`config.mk`:
```
export PLATFORM = sky130hd
export DESIGN_NAME = lts_ctrl
export DESIGN_NICKNAME = d
export VERILOG_FILES = /design/src/sv/lts_pkg.sv /design/src/sv/lts_ctrl.sv
export SDC_FILE = /design/constraint.sdc
export NUM_CORES = 1
export LEC_CHECK = 0
export ABC_AREA = 1
export BUFFER_PORTS_ARGS = -buffer_cell sky130_fd_sc_hd__buf_2
export CORE_UTILIZATION = 44
export DETAILED_ROUTE_END_ITERATION = 10
export PLACE_DENSITY = 0.84
export SYNTH_ARGS = -nofsm -noshare
export SYNTH_HDL_FRONTEND = slang
export SYNTH_SLANG_ARGS = --single-unit
```
`constraint.sdc`:
```
create_clock -name clk -period 1.5 [get_ports clk]
set_input_delay 0.45 -clock clk [delete_from_list [all_inputs] [get_ports clk]]
set_output_delay 0.45 -clock clk [all_outputs]
set_load 0.02 [all_outputs]
```
`src/sv/lts_pkg.sv`:
```
// Shared types, codes and constant tables for the triangle row search block.
`timescale 1ns / 1ps

package lts_pkg;

    // Request codes.
    localparam logic REQ_BUILD  = 1'b0;
    localparam logic REQ_SEARCH = 1'b1;

    // Result status codes.
    localparam logic [1:0] ST_FOUND = 2'd0;
    localparam logic [1:0] ST_MISS  = 2'd1;
    localparam logic [1:0] ST_RANGE = 2'd2;
    localparam logic [1:0] ST_BUILT = 2'd3;

    // Configuration register indexes.
    localparam logic CFG_NUM_ROWS    = 1'b0;
    localparam logic CFG_SEARCH_MODE = 1'b1;

    // Search mode codes.
    localparam logic MODE_BINARY = 1'b0;

    // Datapath operation codes.
    localparam logic [3:0] OP_NONE      = 4'd0;
    localparam logic [3:0] OP_ACCEPT    = 4'd1;
    localparam logic [3:0] OP_BLD_RD    = 4'd2;
    localparam logic [3:0] OP_BLD_WR    = 4'd3;
    localparam logic [3:0] OP_BIN_RD    = 4'd4;
    localparam logic [3:0] OP_PROBE_CMP = 4'd5;
    localparam logic [3:0] OP_RD_HI     = 4'd6;
    localparam logic [3:0] OP_RD_LO     = 4'd7;
    localparam logic [3:0] OP_INT_CHK   = 4'd8;
    localparam logic [3:0] OP_DIV       = 4'd9;
    localparam logic [3:0] OP_RD_PROBE  = 4'd10;
    localparam logic [3:0] OP_RESULT    = 4'd11;

    // The interpolation quotient never exceeds the span width, so five bits suffice.
    localparam logic [2:0] DIV_TOP_BIT = 3'd4;

    // Command from the controller to the datapath.
    typedef struct packed {
        logic [3:0] op;
        logic [1:0] res_status;
    } dp_cmd_t;

    // Status from the datapath to the controller.
    typedef struct packed {
        logic n_zero;
        logic row_ok;
        logic mode;
        logic lohi_ok;
        logic eq;
        logic int_in;
        logic int_flat;
        logic div_last;
        logic bld_last;
    } dp_stat_t;

    // Binomial table indexed by {n[3:0], k[3:0]}.
    typedef logic [15:0] binom_tab_t [0:255];

    function automatic binom_tab_t binom_build();
        binom_tab_t t;
        for (int n = 0; n < 16; n++)
        begin
            for (int k = 0; k < 16; k++)
            begin
                if (k == 0)
                    t[n * 16 + k] = 16'd1;
                else if (n == 0)
                    t[n * 16 + k] = 16'd0;
                else
                    t[n * 16 + k] = t[(n - 1) * 16 + k - 1] + t[(n - 1) * 16 + k];
            end
        end
        return t;
    endfunction

    localparam binom_tab_t BINOM_TAB = binom_build();

endpackage

```
`src/sv/lts_ctrl.sv`:
```
// Controller state machine that sequences builds and searches.
`timescale 1ns / 1ps

module lts_ctrl
    import lts_pkg::*;
(
    input  logic     clk,
    input  logic     rst_n,
    input  logic     in_valid,
    output logic     in_ready,
    input  logic     req_type,
    output logic     out_valid,
    input  logic     out_ready,
    input  dp_stat_t stat,
    output dp_cmd_t  cmd
);

    localparam logic [3:0] S_IDLE = 4'd0;
    localparam logic [3:0] S_BRD  = 4'd1;
    localparam logic [3:0] S_BWR  = 4'd2;
    localparam logic [3:0] S_SCHK = 4'd3;
    localparam logic [3:0] S_BTOP = 4'd4;
    localparam logic [3:0] S_BCMP = 4'd5;
    localparam logic [3:0] S_ITOP = 4'd6;
    localparam logic [3:0] S_IRHI = 4'd7;
    localparam logic [3:0] S_IRLO = 4'd8;
    localparam logic [3:0] S_IDIV = 4'd9;
    localparam logic [3:0] S_IRDM = 4'd10;
    localparam logic [3:0] S_ICMP = 4'd11;
    localparam logic [3:0] S_DONE = 4'd12;

    logic [3:0] state_reg, state_next;
    logic [1:0] res_reg, res_next;
    logic       out_valid_reg, out_valid_next;

    assign in_ready  = (state_reg == S_IDLE);
    assign out_valid = out_valid_reg;

    // Next state, pending status and datapath command.
    always_comb
    begin
        state_next     = state_reg;
        res_next       = res_reg;
        out_valid_next = out_valid_reg && !out_ready;
        cmd.op         = OP_NONE;
        cmd.res_status = res_reg;
        case (state_reg)
            S_IDLE:
            begin
                if (in_valid)
                begin
                    cmd.op = OP_ACCEPT;
                    if (req_type == REQ_BUILD)
                    begin
                        if (stat.n_zero)
                        begin
                            res_next   = ST_BUILT;
                            state_next = S_DONE;
                        end
                        else
                            state_next = S_BRD;
                    end
                    else
                        state_next = S_SCHK;
                end
            end
            S_BRD:
            begin
                cmd.op     = OP_BLD_RD;
                state_next = S_BWR;
            end
            S_BWR:
            begin
                cmd.op = OP_BLD_WR;
                if (stat.bld_last)
                begin
                    res_next   = ST_BUILT;
                    state_next = S_DONE;
                end
                else
                    state_next = S_BRD;
            end
            S_SCHK:
            begin
                if (!stat.row_ok)
                begin
                    res_next   = ST_RANGE;
                    state_next = S_DONE;
                end
                else if (stat.mode == MODE_BINARY)
                    state_next = S_BTOP;
                else
                    state_next = S_ITOP;
            end
            S_BTOP:
            begin
                if (!stat.lohi_ok)
                begin
                    res_next   = ST_MISS;
                    state_next = S_DONE;
                end
                else
                begin
                    cmd.op     = OP_BIN_RD;
                    state_next = S_BCMP;
                end
            end
            S_BCMP:
            begin
                cmd.op = OP_PROBE_CMP;
                if (stat.eq)
                begin
                    res_next   = ST_FOUND;
                    state_next = S_DONE;
                end
                else
                    state_next = S_BTOP;
            end
            S_ITOP:
            begin
                if (!stat.lohi_ok)
                begin
                    res_next   = ST_MISS;
                    state_next = S_DONE;
                end
                else
                begin
                    cmd.op     = OP_RD_HI;
                    state_next = S_IRHI;
                end
            end
            S_IRHI:
            begin
                cmd.op     = OP_RD_LO;
                state_next = S_IRLO;
            end
            S_IRLO:
            begin
                cmd.op = OP_INT_CHK;
                if (!stat.int_in)
                begin
                    res_next   = ST_MISS;
                    state_next = S_DONE;
                end
                else if (stat.int_flat)
                begin
                    res_next   = stat.eq ? ST_FOUND : ST_MISS;
                    state_next = S_DONE;
                end
                else
                    state_next = S_IDIV;
            end
            S_IDIV:
            begin
                cmd.op = OP_DIV;
                if (stat.div_last)
                    state_next = S_IRDM;
            end
            S_IRDM:
            begin
                cmd.op     = OP_RD_PROBE;
                state_next = S_ICMP;
            end
            S_ICMP:
            begin
                cmd.op = OP_PROBE_CMP;
                if (stat.eq)
                begin
                    res_next   = ST_FOUND;
                    state_next = S_DONE;
                end
                else
                    state_next = S_ITOP;
            end
            S_DONE:
            begin
                // Load the result once the output register is free.
                if (!out_valid_reg || out_ready)
                begin
                    cmd.op         = OP_RESULT;
                    out_valid_next = 1'b1;
                    state_next     = S_IDLE;
                end
            end
            default:
            begin
                state_next = S_IDLE;
            end
        endcase
    end

    // State registers.
    always_ff @(posedge clk or negedge rst_n)
    begin
        if (!rst_n)
        begin
            state_reg     <= S_IDLE;
            res_reg       <= ST_FOUND;
            out_valid_reg <= 1'b0;
        end
        else
        begin
            state_reg     <= state_next;
            res_reg       <= res_next;
            out_valid_reg <= out_valid_next;
        end
    end

endmodule

```
==> results.sh <==
export IMPL_status="complete, but fails checks"
export IMPL_violations="setup timing"
export IMPL_start_util_pct=46.8
export IMPL_synth_fa_ha_area_share_pct=0
export IMPL_netlist_instances=124
export IMPL_layout_commonest_cell="buf_4"
export IMPL_clk_insertion_delay_late_ns=0.28
export IMPL_largest_register_ff_count=4
export IMPL_power_density_nw_per_um2=2490
export IMPL_vias=1228
export IMPL_die_w_um=42.0
export IMPL_coreArea_um2=1510
export IMPL_hold_viol=0
export IMPL_nNetsFinal=200
export IMPL_cts_sinks=7
export IMPL_final_cell_mix="buf_4, nand2_1, buf_2"
export IMPL_diodes=0
export IMPL_setup_viol=10
export IMPL_grt_overflow_total=0
export IMPL_finalWeightedCongestion=1.01
export IMPL_slowest_delay_ns=0.45
export IMPL_cp_required_ns=1.70
export IMPL_crit_start="state_reg[0]"
export IMPL_p_leak_nw=0.727
export IMPL_area_growth_pct=89.3
export IMPL_synth_simple_area_share_pct=54.5
export IMPL_antenna_found_initial=0
export IMPL_synth_compound_area_share_pct=11.0
export IMPL_worst_setup_path_type="reg -> reg"
export IMPL_synth_top_family_by_area="simple AND/OR/NAND/NOR gates"
export IMPL_synth_mux_area_share_pct=0
export IMPL_fmax_mhz=504
export IMPL_holdBufCountCts=0
export IMPL_synth_xor_area_share_pct=0
export IMPL_layout_setup_ws_ns=-0.483
export IMPL_io_pins=22
export IMPL_die_area_um2=1760
export IMPL_cp_arrival_ns=2.18
export IMPL_synth_distinct_cells=19
export IMPL_drt_iter0_markers=94
export IMPL_rsz0062_at_grt="true"
export IMPL_drive_gt1_share_pct=60.0
export IMPL_totalPowerFinal_w=0.00332
export IMPL_drt_wl_total_mm=3.69
export IMPL_fin_crit_ns=1.98
export IMPL_fill_cells=82
export IMPL_worstPathCellList="inv_2 > nor2_2 > nand2_2 > buf_4 > buf_4 > buf_4 > buf_4 > buf_4 > buf_4 > nand2_1 > nand2_1 > nand3_1 > nand2_1 > nand2_1"
export IMPL_io_buffers=21
export IMPL_dr_pass1_iters=4
export IMPL_maxCapViolations=0
export IMPL_fp_row_count=14
export IMPL_endpoint_kind="flip-flop"
export IMPL_crit_top_cell="buf_4"
export IMPL_synth_area_um2=704
export IMPL_cts_path_max_buffers=2
export IMPL_clkTransAtPathRegs_ns=0.07
export IMPL_grt_pass1_vias=1069
export IMPL_critPathMaxFanout=4
export IMPL_drtAntennaViolNets=0
export IMPL_cts_root_buf="clkbuf_4"
export IMPL_drv_slew=0
export IMPL_skew_ns=0.00846
export IMPL_die_h_um=42.0
export IMPL_ys_ff_latch=7
export IMPL_worstReg2RegStart="state_reg[0]"
export IMPL_cp_start_kind="flip-flop"
export IMPL_synth_nets=138
export IMPL_max_vdd_ir_drop_uv=1690
export IMPL_finalCritPeriodShare_pct=132
export IMPL_yosysWarningCount=0
export IMPL_via_per_inst=6.11
export IMPL_cts_buffers=3
export IMPL_cpMaxStageDelayCell="dfrtp_2"
export IMPL_hold_class="in -> async"
export IMPL_syn_avg_cell_area_um2=5.68
export IMPL_multi_input_area_um2=616
export IMPL_grt_usage_pct=38.3
export IMPL_cts_tree="built"
export IMPL_grt_max_degree=9
export IMPL_hpwl_mm=2.03
export IMPL_worst_hold_slack_ns=0.000475
export IMPL_relSlewSlack_pct=82.5
export IMPL_routedWlPerCell_um=18.4
export IMPL_drc_errors=0
export IMPL_tightest_slew_ns=0.261
export IMPL_h_tree_depth=1
export IMPL_seqCellArea_um2=181
export IMPL_synth_yosys_seq_area_share_pct=24.9
export IMPL_grt_pass1_wl_mm=4.97
final cells by class:
cell class / count / share of cell area [%]
Clock buffer: 4 / 1.97
Inverter: 18 / 5.44
Multi-Input combinational cell: 99 / 46.2
Sequential cell: 7 / 13.6
Tap cell: 16 / 1.50
Timing Repair Buffer: 57 / 31.3
worst paths after layout:
| kind | slack, ns | to | depth (start not counted) |
|---|---|---|---|
| max | -0.48 | state_reg[3] | 14 |
| min | 0.0005 | res_reg[0] | 1 |
| max reg2reg | -0.48 | state_reg[3] | 14 |
| min reg2reg | 0.52 | res_reg[1] | 2 |
| max in group asynchronous | 1.31 | state_reg[3] | 1 |
| min in group clk | 0.42 | out_valid | 2 |
repair_timing:
action | in CTS | in global routing
buffers inserted | 7 | 4
resized for setup | 24 | 31
pin swaps | 9 | 9
endpoints found under the setup margin | 8 | 11
worst max-delay path: cells and delay by family (launching register included):
family        cells  cell delay (ns)
simple gates      7             0.64
buf+inv           7             0.83
flops             1             0.45
through the flow:
stage          area [µm²]  setup TNS, ns  setup WS [ns]  cells  utilization, %
2_1_floorplan         749        -0.0685        -0.0604    124               -
3_3_place_gp         1060         -0.392         -0.143    186            70.5
3_5_place_dp         1060         -0.671         -0.196    186            70.5
4_1_cts              1210          -2.06         -0.364    197            80.1
5_1_grt              1330          -3.34         -0.528    201            88.5
6_report             1330          -2.86         -0.483    201            88.5
cells in the mapped netlist:
library cell	count	share of area, %
nand2_1	39	21
nand3_2	1	1.4
nand2_4	1	1.6
nand3_1	12	8.5
nor2_1	20	11
o2111ai_1	1	1.2
nand4_1	3	2.7
o21ai_0	7	5.0
a21oi_1	1	0.71
inv_1	18	9.6
nor2_2	2	1.8
nor3_1	3	2.1
o211ai_1	1	1.1
dfrtp_1	7	25
nand3b_1	3	3.2
a31oi_1	1	0.89
o22ai_1	1	0.89
a21oi_2	1	1.2
nand2_2	2	1.8
power breakdown:
| group | total [W] | switching, W | internal [W] | leakage, nW |
|---|---|---|---|---|
| sequential | 0.000458 | 0.000157 | 0.000301 | 0.0806 |
| combinational | 0.00266 | 0.00151 | 0.00115 | 0.631 |
| clock | 0.000202 | 0.0000985 | 0.000103 | 0.0150 |
per-layer routing:
| layer | track usage [%] | share of wire [%] | vias up |
|---|---|---|---|
| li1 | - | - | 523 |
| met1 | 47.7 | 35 | 568 |
| met2 | 63.4 | 48 | 98 |
| met3 | 5.60 | 10 | 39 |
| met4 | 21.3 | 7.0 | 0 |
| met5 | 0 | 0 | - |
kinds of logic after synthesis:
| kind of cell | count (synthesis) |
|---|---|
| and+or+nand+nor | 86 |
| AOI/OAI and AO/OA | 13 |
| buffers and inverters | 18 |
| DFF | 7 |
No activity file was read; power rests on OpenSTA's default activity.
